[config.mk]
export PLATFORM = sky130hd
export DESIGN_NAME = crc_framed_byte_fifo_flat
export DESIGN_NICKNAME = d
export VERILOG_FILES = /design/src/hw/rtl/cfbf_pkg.sv /design/src/hw/rtl/cfbf_ifs.sv /design/src/hw/rtl/crc_framed_byte_fifo.sv /design/src/hw/rtl/cfbf_ctrl.sv /design/src/hw/rtl/cfbf_datapath.sv /design/src/flat_wrapper.sv
export SDC_FILE = /design/constraint.sdc
export NUM_CORES = 1
export LEC_CHECK = 0
export BUFFER_PORTS_ARGS = -buffer_cell sky130_fd_sc_hd__buf_4
export CAP_MARGIN = 40
export CORE_UTILIZATION = 65
export CTS_BUF_LIST = sky130_fd_sc_hd__clkbuf_2 sky130_fd_sc_hd__clkbuf_4 sky130_fd_sc_hd__clkbuf_8
export CTS_CLUSTER_SIZE = 16
export DETAILED_ROUTE_END_ITERATION = 7
export PLACE_DENSITY = 0.82
export RECOVER_POWER = 100
export SYNTH_ARGS = -nofsm -noshare
export SYNTH_HDL_FRONTEND = slang
export SYNTH_SLANG_ARGS = --single-unit
export TNS_END_PERCENT = 20
[constraint.sdc]
create_clock -name i_clk -period 3.2 [get_ports i_clk]
set_input_delay 0.32 -clock i_clk [delete_from_list [all_inputs] [get_ports i_clk]]
set_output_delay 0.32 -clock i_clk [all_outputs]
set_load 0.02 [all_outputs]
[src/hw/rtl/cfbf_pkg.sv]
// ----------------------------------------------------------------------------
// CRC framed byte FIFO package
// Shared sizes, opcode and state types, command struct and the CRC-8 step.
// ----------------------------------------------------------------------------
package cfbf_pkg;

    // Number of slots in the byte store; one slot is always kept free.
    localparam int unsigned DEPTH  = 64;
    localparam int unsigned ADDR_W = (DEPTH > 1) ? $clog2(DEPTH) : 1;

    localparam logic [7:0] CRC_POLY = 8'h07;
    localparam logic [7:0] CRC_TOP  = 8'h80;
    localparam logic [7:0] CRC_INIT = 8'h00;

    typedef logic [ADDR_W-1:0] t_addr;

    typedef enum logic [1:0] {
        OP_PUSH = 2'd0,
        OP_MSG  = 2'd1,
        OP_CRC  = 2'd2,
        OP_POP  = 2'd3
    } t_opcode;

    typedef enum logic [1:0] {
        ST_IDLE,
        ST_EXEC,
        ST_LOAD,
        ST_SEND
    } t_state;

    // Commands from the controller to the datapath.
    typedef struct packed {
        logic capture;
        logic execute;
        logic load;
    } t_dp_cmd;

    // Advances a pointer by one slot with wrap at the store depth.
    function automatic t_addr next_slot(input t_addr p);
        t_addr n;
        if (p == t_addr'(DEPTH - 1)) begin
            n = '0;
        end else begin
            n = p + t_addr'(1);
        end
        return n;
    endfunction

    // Folds one byte into a CRC-8, MSB first, no reflection.
    function automatic logic [7:0] crc_fold(input logic [7:0] crc, input logic [7:0] b);
        logic [7:0] c;
        c = crc ^ b;
        for (int i = 0; i < 8; i++) begin
            if ((c & CRC_TOP) != 8'h00) begin
                c = {c[6:0], 1'b0} ^ CRC_POLY;
            end else begin
                c = {c[6:0], 1'b0};
            end
        end
        return c;
    endfunction

endpackage

[src/hw/rtl/cfbf_ifs.sv]
// ----------------------------------------------------------------------------
// CRC framed byte FIFO channel interfaces
// Valid/ready channels for command items in and result items out.
// ----------------------------------------------------------------------------
interface cfbf_in_if;
    logic              valid;
    logic              ready;
    cfbf_pkg::t_opcode opcode;
    logic [7:0]        byte_value;

    modport source (output valid, output opcode, output byte_value, input ready);
    modport sink   (input valid, input opcode, input byte_value, output ready);
endinterface

interface cfbf_out_if;
    logic       valid;
    logic       ready;
    logic       accepted;
    logic [7:0] popped_byte;
    logic       is_full;
    logic       is_empty;

    modport source (output valid, output accepted, output popped_byte,
                    output is_full, output is_empty, input ready);
    modport sink   (input valid, input accepted, input popped_byte,
                    input is_full, input is_empty, output ready);
endinterface

[src/hw/rtl/crc_framed_byte_fifo.sv]
// ----------------------------------------------------------------------------
// CRC framed byte FIFO
// Byte ring FIFO for log messages with a CRC-8 (poly 0x07) message framer.
// ----------------------------------------------------------------------------
// Each input item carries an opcode: a plain push stores a byte, a message
// push stores a byte and folds it into a running CRC-8 (polynomial 0x07,
// initial value zero, MSB first), an end-of-message item stores the running
// CRC and clears it, and a pop returns the oldest byte. The store holds
// DEPTH-1 bytes at most, since one slot is always left free to tell full from
// empty. A push into a full FIFO or a pop from an empty one is refused and
// reported with accepted low; a refused message push still updates the CRC
// and a refused end-of-message item still clears it. Every item yields exactly
// one result item with the accepted flag, the popped byte (zero unless a pop
// succeeded) and the full and empty flags after the item. Items are handled
// one at a time: after an item is accepted, the controller steps through the
// execute and result load steps and then holds the result valid until it is
// taken, and the next item can be accepted in the cycle after the result is
// taken. This sequence comes from the execute step, the registered read port
// of the byte store and the single result register. The store needs no
// clearing after reset.
module crc_framed_byte_fifo (
    input  logic      i_clk,
    input  logic      i_rst_n,
    cfbf_in_if.sink   i_in,
    cfbf_out_if.source o_out
);
    import cfbf_pkg::*;

    t_dp_cmd cmd;

    // The controller owns the handshakes and steps the datapath.
    cfbf_ctrl u_ctrl (
        .i_clk       (i_clk),
        .i_rst_n     (i_rst_n),
        .i_in_valid  (i_in.valid),
        .o_in_ready  (i_in.ready),
        .o_out_valid (o_out.valid),
        .i_out_ready (o_out.ready),
        .o_cmd       (cmd)
    );

    // The datapath holds the store, the pointers, the CRC and the result.
    cfbf_datapath u_datapath (
        .i_clk         (i_clk),
        .i_rst_n       (i_rst_n),
        .i_cmd         (cmd),
        .i_opcode      (i_in.opcode),
        .i_byte_value  (i_in.byte_value),
        .o_accepted    (o_out.accepted),
        .o_popped_byte (o_out.popped_byte),
        .o_is_full     (o_out.is_full),
        .o_is_empty    (o_out.is_empty)
    );

endmodule

[src/hw/rtl/cfbf_ctrl.sv]
// ----------------------------------------------------------------------------
// CRC framed byte FIFO controller
// Sequences one item through capture, execute, result load and delivery.
// ----------------------------------------------------------------------------
module cfbf_ctrl (
    input  logic              i_clk,
    input  logic              i_rst_n,
    input  logic              i_in_valid,
    output logic              o_in_ready,
    output logic              o_out_valid,
    input  logic              i_out_ready,
    output cfbf_pkg::t_dp_cmd o_cmd
);
    import cfbf_pkg::*;

    t_state r_state;
    t_state n_state;

    always_ff @(posedge i_clk) begin
        if (!i_rst_n) begin
            r_state <= ST_IDLE;
        end else begin
            r_state <= n_state;
        end
    end

    always_comb begin
        n_state = r_state;
        unique case (r_state)
            ST_IDLE: begin
                if (i_in_valid) begin
                    n_state = ST_EXEC;
                end
            end
            ST_EXEC: n_state = ST_LOAD;
            ST_LOAD: n_state = ST_SEND;
            ST_SEND: begin
                if (i_out_ready) begin
                    n_state = ST_IDLE;
                end
            end
            default: n_state = ST_IDLE;
        endcase
    end

    always_comb begin
        o_in_ready    = 1'b0;
        o_out_valid   = 1'b0;
        o_cmd         = '0;
        unique case (r_state)
            ST_IDLE: begin
                o_in_ready    = 1'b1;
                o_cmd.capture = i_in_valid;
            end
            ST_EXEC: o_cmd.execute = 1'b1;
            ST_LOAD: o_cmd.load = 1'b1;
            ST_SEND: o_out_valid = 1'b1;
            default: o_cmd = '0;
        endcase
    end

endmodule

[src/hw/rtl/cfbf_datapath.sv]
// ----------------------------------------------------------------------------
// CRC framed byte FIFO datapath
// Byte store, pointers, running CRC-8 and the result register.
// ----------------------------------------------------------------------------
module cfbf_datapath (
    input  logic              i_clk,
    input  logic              i_rst_n,
    input  cfbf_pkg::t_dp_cmd i_cmd,
    input  cfbf_pkg::t_opcode i_opcode,
    input  logic [7:0]        i_byte_value,
    output logic              o_accepted,
    output logic [7:0]        o_popped_byte,
    output logic              o_is_full,
    output logic              o_is_empty
);
    import cfbf_pkg::*;

    logic [7:0] r_mem [DEPTH];
    logic [7:0] r_rd_data;

    t_addr      r_wr_ptr;
    t_addr      r_rd_ptr;
    logic [7:0] r_crc;

    t_opcode    r_opcode;
    logic [7:0] r_byte;
    logic       r_ok;
    logic       r_pop_ok;

    logic       r_accepted;
    logic [7:0] r_popped_byte;
    logic       r_is_full;
    logic       r_is_empty;

    logic       full;
    logic       empty;
    logic       is_push;
    logic       do_write;
    logic       do_pop;
    logic [7:0] wr_data;

    assign full     = (next_slot(r_wr_ptr) == r_rd_ptr);
    assign empty    = (r_wr_ptr == r_rd_ptr);
    assign is_push  = (r_opcode != OP_POP);
    assign do_write = i_cmd.execute && is_push && !full;
    assign do_pop   = i_cmd.execute && !is_push && !empty;
    assign wr_data  = (r_opcode == OP_CRC) ? r_crc : r_byte;

    // Item capture; payload only.
    always_ff @(posedge i_clk) begin
        if (i_cmd.capture) begin
            r_opcode <= i_opcode;
            r_byte   <= i_byte_value;
        end
    end

    // Store with one write port and a registered read port.
    always_ff @(posedge i_clk) begin
        if (do_write) begin
            r_mem[r_wr_ptr] <= wr_data;
        end
        r_rd_data <= r_mem[r_rd_ptr];
    end

    // Pointers and running CRC.
    always_ff @(posedge i_clk) begin
        if (!i_rst_n) begin
            r_wr_ptr <= '0;
            r_rd_ptr <= '0;
            r_crc    <= CRC_INIT;
        end else if (i_cmd.execute) begin
            if (do_write) begin
                r_wr_ptr <= next_slot(r_wr_ptr);
            end
            if (do_pop) begin
                r_rd_ptr <= next_slot(r_rd_ptr);
            end
            // The CRC is folded or cleared even when the push is refused.
            case (r_opcode)
                OP_MSG:  r_crc <= crc_fold(r_crc, r_byte);
                OP_CRC:  r_crc <= CRC_INIT;
                default: r_crc <= r_crc;
            endcase
        end
    end

    // Outcome of the execute step, used when the result is loaded.
    always_ff @(posedge i_clk) begin
        if (i_cmd.execute) begin
            r_ok     <= do_write || do_pop;
            r_pop_ok <= do_pop;
        end
    end

    // Result register; flags reflect the pointers after the update.
    always_ff @(posedge i_clk) begin
        if (i_cmd.load) begin
            r_accepted    <= r_ok;
            r_popped_byte <= r_pop_ok ? r_rd_data : 8'h00;
            r_is_full     <= full;
            r_is_empty    <= empty;
        end
    end

    assign o_accepted    = r_accepted;
    assign o_popped_byte = r_popped_byte;
    assign o_is_full     = r_is_full;
    assign o_is_empty    = r_is_empty;

endmodule

[src/flat_wrapper.sv]
// flat-port wrapper written by rule: the top's interface ports become plain ports
module crc_framed_byte_fifo_flat import cfbf_pkg::*;
  (i_clk, i_rst_n, i_in_valid, i_in_opcode, i_in_byte_value, i_in_ready, o_out_valid, o_out_accepted, o_out_popped_byte, o_out_is_full, o_out_is_empty, o_out_ready);
  cfbf_in_if i_in_i ();
  cfbf_out_if o_out_i ();
  input  logic i_clk;
  input  logic i_rst_n;
  input wire logic [$bits(i_in_i.valid)-1:0] i_in_valid;
  input wire logic [$bits(i_in_i.opcode)-1:0] i_in_opcode;
  input wire logic [$bits(i_in_i.byte_value)-1:0] i_in_byte_value;
  output wire logic [$bits(i_in_i.ready)-1:0] i_in_ready;
  output wire logic [$bits(o_out_i.valid)-1:0] o_out_valid;
  output wire logic [$bits(o_out_i.accepted)-1:0] o_out_accepted;
  output wire logic [$bits(o_out_i.popped_byte)-1:0] o_out_popped_byte;
  output wire logic [$bits(o_out_i.is_full)-1:0] o_out_is_full;
  output wire logic [$bits(o_out_i.is_empty)-1:0] o_out_is_empty;
  input wire logic [$bits(o_out_i.ready)-1:0] o_out_ready;
  assign i_in_i.valid = i_in_valid;
  assign i_in_i.opcode = i_in_opcode;
  assign i_in_i.byte_value = i_in_byte_value;
  assign i_in_ready = i_in_i.ready;
  assign o_out_valid = o_out_i.valid;
  assign o_out_accepted = o_out_i.accepted;
  assign o_out_popped_byte = o_out_i.popped_byte;
  assign o_out_is_full = o_out_i.is_full;
  assign o_out_is_empty = o_out_i.is_empty;
  assign o_out_i.ready = o_out_ready;
  crc_framed_byte_fifo u_core (.i_clk(i_clk), .i_rst_n(i_rst_n), .i_in(i_in_i), .o_out(o_out_i));
endmodule
=== Word level (Yosys, flattened, before mapping) ===
Memory sizes are Yosys's and may differ from the RTL's. A register that Yosys moved wholly into a read port is not among the register bits.
Index checks and enable logic that the tools add are counted.

* Register bits after elaboration: 45
* RAM bits: 512
* Output and inout bits: 13
* Logic and storage cells: 93
* Memories kept: 1

{| class="wikitable"
|+ Memory list
! name !! words !! bits a word !! read ports !! clocked after Yosys merged registers in !! write ports !! RTL line !! source
|-
| u_core.u_datapath.r_mem || 64 || 8 || 1 || 1 || 1 || cfbf_datapath.sv:18 || <nowiki>logic [7:0] r_mem [DEPTH];</nowiki>
|}

* Add/subtract/negate cells: 2
* Eq/ne operators: 12
* Multiplexer cells: 43
* Bitwise operators: 9
* Reduce and logical (&&, ||, !) cells: 14

{| class="wikitable"
|+ Operator list
! operator !! count
|-
| 8-bit 2-to-1 mux || 22
|-
| 3-bit 2-to-1 mux || 8
|-
| 3-bit NOT || 8
|-
| 8-bit case mux with 2 select lines || 1
|-
| 6-bit by 1-bit adder with 6-bit output (second input constant) || 2
|-
| 6-bit == test || 2
|-
| 6-bit == test (second input constant) || 2
|-
| 6-bit 2-to-1 mux || 2
|-
| 2-bit case mux with 4 select lines || 1
|-
| 2-bit AND reduction || 4
|-
| 8-bit bitwise XOR || 1
|-
| 1-bit 2-to-1 mux || 7
|-
| 2-bit == test (second input constant) || 3
|-
| 2-bit inequality test (second input constant) || 3
|-
| 2-bit by 1-bit == test with 1-bit output (second input constant) || 2
|-
| 1-bit logical AND || 4
|-
| 2-bit 2-to-1 mux || 2
|-
| 1-bit logical NOT || 3
|-
| 2-bit logical NOT || 1
|-
| 2-bit nonzero test || 1
|-
| 1-bit logical OR || 1
|}

=== Depth between registers and ports, before layout ===
* Word-level depth: 39
* Mapped depth: 10
* Depth with buffers taken out: 8

=== Hierarchy ===
A second synthesis with hierarchy kept.

* Cells, all modules: 1079
* Area, all modules: 22507.8 sq um

{| class="wikitable"
|+ By module, submodules not included
! module !! instances !! cells an instance !! area each (sq um)
|-
| cfbf_datapath || 1 || 1062 || 22343.9
|-
| cfbf_ctrl || 1 || 17 || 163.9
|}

=== Worst setup path before layout ===
No wires, ideal clock.

* Kind: register to register
* Start: reg u_core.u_datapath.r_wr_ptr[0]
* End: mem u_core.u_datapath.r_mem[21][0] (enable)
* Setup time: 370 ps
* Arrival time: 2424 ps
* Data required time: 2830 ps
* Path slack: 406 ps
* Cell stages (with the launch flop): 10
* Path buffers: 1
* Clock period less this slack: 2794 ps
* Cells stage by stage: dfxtp_1 ha_1 a21oi_1 nand4b_1 a21oi_1 xnor2_1 o21ai_2 or4b_1 buf_2 nor2_1

* Longest elaborated chain between the ends: 7
* Elaborated cells between the ends (all ways): 8

{| class="wikitable"
|+ Ends and longest elaborated chain
! item !! RTL line !! source
|-
| start: declaration || cfbf_datapath.sv:21 || <nowiki>t_addr r_wr_ptr;</nowiki>
|-
| start signal: assignment || cfbf_datapath.sv:73 || <nowiki>r_wr_ptr <= next_slot(r_wr_ptr);</nowiki>
|-
| 6-bit by 1-bit adder with 6-bit output / 6-bit == test (equally long branches) || cfbf_pkg.sv:44, cfbf_pkg.sv:41 ||
|-
| 6-bit 2-to-1 mux || cfbf_pkg.sv:41 || <nowiki>if (p == t_addr'(DEPTH - 1)) begin</nowiki>
|-
| 6-bit == test || cfbf_datapath.sv:42 || <nowiki>assign full = (next_slot(r_wr_ptr) == r_rd_ptr);</nowiki>
|-
| 1-bit logical NOT || cfbf_datapath.sv:45 || <nowiki>assign do_write = i_cmd.execute && is_push && !full;</nowiki>
|-
| 1-bit logical AND || cfbf_datapath.sv:45 ||
|-
| 1-bit 2-to-1 mux || cfbf_datapath.sv:59 || <nowiki>if (do_write) begin</nowiki>
|-
| 1-bit 2-to-1 mux (implied by the code) || cfbf_datapath.sv:60 || <nowiki>r_mem[r_wr_ptr] <= wr_data;</nowiki>
|-
| end: declaration || cfbf_datapath.sv:18 ||
|}

Parallel ways exist; a longest one is shown, timed or not.

==> flow_results.org <==
** Clock network
- After clock tree synthesis, the setup repair step added 0 buffers.
- Library cell used as clock root buffer :: sky130_fd_sc_hd__clkbuf_8
- Clock-pin slew was measured on the worst setup and hold paths at 0.07 ns.
- CTS tree :: yes
- In this run the number of H-tree levels came out at 3.
- Clock tree synthesis found a total of 565 sinks.
- Insertion delay of the later-clocked pin in the worst-skew pair :: 0.62 ns
- Clock tree synthesis inserted a total of 84 buffers.
- The clock passes through at most 3 buffers.

** STA
- Clock tree skew after final layout :: 0.0268 ns
- For the pin with the worst max-slew slack, the measured transition is 1.02 ns.
- Total negative slack :: 0 ns
- In the post-route analysis, the smallest setup slack over all paths is 0.0844 ns.
- Static timing analysis puts the maximum clock frequency at 321 MHz.
- In the finished design, the share of the clock period the worst path needs comes to 97.4%.
- Tightest slew margin relative to the limit :: 31.9%
- Unrepaired setup endpoints after global routing :: true
- Final period demand of the worst path :: 3.12 ns
- Max-slew violation total from the final report :: 0
- Setup violations remaining at the end of the flow were counted as 0.
- Final Hold Viols :: 0

** Power and ir drop
- For this design the ratio of total power to cell area is 689 mW/mm^2.
- Power comes to 17300 uW.
- Sw frac :: 25.8%
- Per report_power, the sequential group accounts for 52.6% of the total.
- The internal portion of the total power is 12900 uW.
- Leak pwr :: 0.00787 uW
- Switching power total :: 4470 uW
- The clock network is responsible for 33.4% of the overall power.
- Combinational power share :: 14.0%
- Across the VDD grid, the largest voltage drop is 0.582 mV.

** Floorplanning
- Starting Density :: 66.4%
- Number of top-level pins :: 27
- Placement row count :: 67
- The floorplan step defined a die boundary enclosing 0.0352 sq mm.
- Die Width :: 188 microns
- Core area :: 0.0337 sq mm
- Chip Height :: 188 microns

** Cells and area
- # nets final :: 1224
- Sequential cell area :: 0.0167 sq mm
- Fillcell total :: 1793
- Layout overhead on the synthesized area :: 12.3%
- The post-route netlist has 31.2% of its cells at a drive strength greater than 1.
- Area taken by multi-input logic gates :: 0.00538 sq mm

** Synthesis
- After synthesis, the mean cell area works out to 20.8 sq um.
- Predominant post-synthesis flop cell :: sky130_fd_sc_hd__edfxtp_1
- In this run, distinct cell masters in the synthesized netlist total 49.
- Netlist area before placement :: 0.0224 sq mm
- Number of storage elements in the synthesis netlist :: 565
- Yosys warning total :: 0
- Sequential cell area fraction in the yosys report :: 74.4%
- Counting every net in the synthesized netlist gives 1098.
- In this run, synthesis inferred 535 flip-flops with an integrated enable.
- The cell count after synthesis came out at 1076.
- Of all flip-flops after synthesis, the portion carrying an async set or reset was 0%.

** Critical path
- The critical path is of the register to register type.
- Standard cell with the maximum stage delay on the critical path :: sky130_fd_sc_hd__dfxtp_1
- Maximum fanout along the worst path :: 21
- Among cell families on the critical path, the largest total delay comes from multiplexers.
- The critical path starts at u_core.u_datapath.r_rd_ptr[0].
- The worst register-to-register path ends at u_core.u_datapath.r_rd_data[1].
- In this run the worst setup path terminates at u_core.u_datapath.r_rd_data[1].
- Startpoint Class :: register
- Worst reg2reg setup slack :: 0.08 ns
- The number of cells on the worst reg-to-reg path is 6.
- Top cell by count, worst path :: sky130_fd_sc_hd__mux4_2
- The critical path runs through a total of 6 cells.
- The worst setup path is captured at a register.
- Arrival time at the worst endpoint :: 3.59 ns
- For this run, the slowest stage of the critical path takes 0.61 ns.
- Counting both buffers and inverters, the worst setup path holds a total of 1.
- At the worst endpoint, the required time is 3.68 ns.
- The startpoint identified for the worst register-to-register timing path is u_core.u_datapath.r_rd_ptr[0].
- The signal on the critical path passes through buf_4 > mux4_2 > mux4_2 > nor2b_1 > a211oi_1 > a21oi_1.

** Global routing
- Number of global-route vias before repair :: 11500
- Leftover overflow at the end of global routing :: 0
- Aggregate global-route resource usage :: 28.7%
- Initial antenna violation count :: 1
- Entering global routing, the biggest net connects 65 pins.
- First-pass GRT wire length :: 72.4 mm

** Status
- The run finished with clean final reports.

** Placement
- HPWL after detailed placement :: 30.3 mm
- Gpl congestion :: 0.870
- Timing analysis after detailed placement gives a worst setup slack of 0.0905 ns.
- During placement, the flow inserted port buffers numbering 26.

** Job
- Max-cap violations in this run came to 0.

** Route
- Initial DRC Count :: 1596
- Final ANT Viol Nets :: 0
- Vias per cell :: 6.53
- Routed wirelength normalized by instance count :: 28.1 microns
- Final WL :: 48.3 mm
- For this run, design rule violations remaining after detail routing come to 0.
- First drt pass iteration count :: 6
- The final route contains 11200 vias.

** Worst hold path
- The tightest min-delay check is of the input port to register type.
==> cell type report <==
type | instances | share of cell area (%)
multi-input cells | 435 | 21.4
flip-flops and latches | 565 | 66.3
inverters | 9 | 0.134
diodes | 1 | 0.00995
clock buffers | 116 | 5.73
repair buffers | 107 | 3.27
well taps | 448 | 2.23
clock inverters | 34 | 0.910
==> routing by layer <==
layer	share of wire, %	wire [microns]	up-vias	GRT usage, %
li1	-	-	4649	-
met3	11	5140	96	7.30
met5	0	0	-	0
met2	49	23700	703	45.7
met1	37	18100	5759	39.4
met4	2.8	1370	0	9.47
==> flip-flops by register name, summed over array words and instances, names as in the netlist <==
register	count
u_core.u_datapath.r_byte	8
u_core.u_datapath.r_opcode	2
u_core.u_datapath.o_is_empty	1
u_core.u_datapath.o_popped_byte	8
u_core.u_datapath.r_rd_ptr	6
u_core.u_datapath.r_pop_ok	1
u_core.u_datapath.o_accepted	1
u_core.u_datapath.o_is_full	1
u_core.u_datapath.r_ok	1
u_core.u_datapath.r_wr_ptr	6
u_core.u_ctrl.r_state	2
u_core.u_datapath.r_crc	8
u_core.u_datapath.r_mem	512
u_core.u_datapath.r_rd_data	8
==> cells in the mapped netlist, types with 4 or more instances <==
| cell type | instances | area (sq um) |
|---|---|---|
| sky130_fd_sc_hd__buf_1 | 8 | 30.0 |
| sky130_fd_sc_hd__nand2_1 | 18 | 67.6 |
| sky130_fd_sc_hd__ha_1 | 8 | 100 |
| sky130_fd_sc_hd__o21ai_0 | 9 | 45.0 |
| sky130_fd_sc_hd__buf_6 | 4 | 45.0 |
| sky130_fd_sc_hd__and2_1 | 14 | 87.6 |
| sky130_fd_sc_hd__inv_1 | 9 | 33.8 |
| sky130_fd_sc_hd__xnor2_1 | 21 | 184 |
| sky130_fd_sc_hd__clkbuf_1 | 25 | 93.8 |
| sky130_fd_sc_hd__edfxtp_1 | 535 | 16100 |
| sky130_fd_sc_hd__nand3b_1 | 5 | 37.5 |
| sky130_fd_sc_hd__or3_1 | 6 | 37.5 |
| sky130_fd_sc_hd__and3_1 | 4 | 25.0 |
| sky130_fd_sc_hd__xor2_1 | 10 | 87.6 |
| sky130_fd_sc_hd__buf_4 | 6 | 45.0 |
| sky130_fd_sc_hd__nor2b_1 | 19 | 119 |
| sky130_fd_sc_hd__a21oi_1 | 14 | 70.1 |
| sky130_fd_sc_hd__dfxtp_1 | 30 | 601 |
| sky130_fd_sc_hd__buf_2 | 24 | 120 |
| sky130_fd_sc_hd__nor2_1 | 76 | 285 |
| sky130_fd_sc_hd__mux2_2 | 8 | 90.1 |
| sky130_fd_sc_hd__a211oi_1 | 9 | 67.6 |
| sky130_fd_sc_hd__mux2i_1 | 10 | 100 |
| sky130_fd_sc_hd__mux4_2 | 160 | 3600 |
| sky130_fd_sc_hd__nand3_1 | 6 | 30.0 |
==> how the worst min path moves through the flow <==
stage	startpoint	to	slack [ns]	depth (start not counted)
after global routing	i_rst_n	u_core.u_datapath.r_wr_ptr[5]	0.09	2
after floorplan	u_core.u_datapath.r_ok	u_core.u_datapath.o_accepted	0.40	0
final	i_rst_n	u_core.u_datapath.r_wr_ptr[5]	0.11	2
after detailed placement	u_core.u_datapath.r_ok	u_core.u_datapath.o_accepted	0.41	0
after CTS	i_rst_n	u_core.u_datapath.r_wr_ptr[5]	0.08	2
after global placement	u_core.u_datapath.r_ok	u_core.u_datapath.o_accepted	0.41	0
==> placed cells by master (no fill, tap or decap), types with 8 or more instances in the layout <==
cell type,Yosys,layout
sky130_fd_sc_hd__clkbuf_4,0,35
sky130_fd_sc_hd__ha_1,8,8
sky130_fd_sc_hd__dlygate4sd3_1,0,10
sky130_fd_sc_hd__buf_4,6,62
sky130_fd_sc_hd__clkinv_1,0,17
sky130_fd_sc_hd__clkbuf_8,0,91
sky130_fd_sc_hd__xnor2_1,21,21
sky130_fd_sc_hd__a211oi_1,9,9
sky130_fd_sc_hd__o21ai_0,9,9
sky130_fd_sc_hd__inv_1,9,9
sky130_fd_sc_hd__and2_0,0,8
sky130_fd_sc_hd__dfxtp_1,30,25
sky130_fd_sc_hd__clkbuf_1,25,14
sky130_fd_sc_hd__edfxtp_1,535,535
sky130_fd_sc_hd__a21oi_1,14,14
sky130_fd_sc_hd__mux2i_1,10,10
sky130_fd_sc_hd__mux4_2,160,160
sky130_fd_sc_hd__xor2_1,10,10
sky130_fd_sc_hd__nor2b_1,19,19
sky130_fd_sc_hd__clkinv_2,0,12
sky130_fd_sc_hd__nand2_1,18,18
sky130_fd_sc_hd__nor2_1,76,70
==> power by group through the flow <==
stage | clock network [uW] | logic, uW | registers (uW)
3_3_place_gp | 0 | 2340 | 9250
4_1_cts | 5840 | 2520 | 9110
6_report | 5780 | 2430 | 9130
2_1_floorplan | 0 | 1370 | 9280
3_5_place_dp | 0 | 2500 | 9260
5_1_grt | 6150 | 2580 | 9140
==> through the flow <==
stage | instances | hold WS (ns) | utilization, % | instance area, sq um
global route | 1714 | 0.0934 | 74.6 | 25100
global placement | 1551 | 0.410 | 69.4 | 23400
floorplan | 1076 | 0.400 | - | 22400
finish | 1715 | 0.107 | 74.6 | 25100
detailed placement | 1554 | 0.411 | 69.6 | 23500
CTS | 1714 | 0.0785 | 74.9 | 25200
==> cell families (layout without fill, tap and decap cells) <==
group | after synthesis | after routing | share of synthesized area [%]
xor gates and xnor gates | 33 | 33 | 1.42
adders and majority gates | 8 | 8 | 0.447
and+or+nand+nor | 166 | 166 | 3.67
DFF | 565 | 565 | 74.4
buffers and inverters | 76 | 266 | 1.64
AOI/OAI and AO/OA | 50 | 50 | 1.45
muxes | 178 | 178 | 16.9
other | 0 | 1 | 0
==> timing repair <==
action | 4_1_cts | 5_1_grt
gates resized for setup | 0 | 10
hold endpoints to repair | 10 | 0
hold buffers | 10 | 0
setup endpoints to repair | 0 | 293
(Power assumes the default switching activity.)
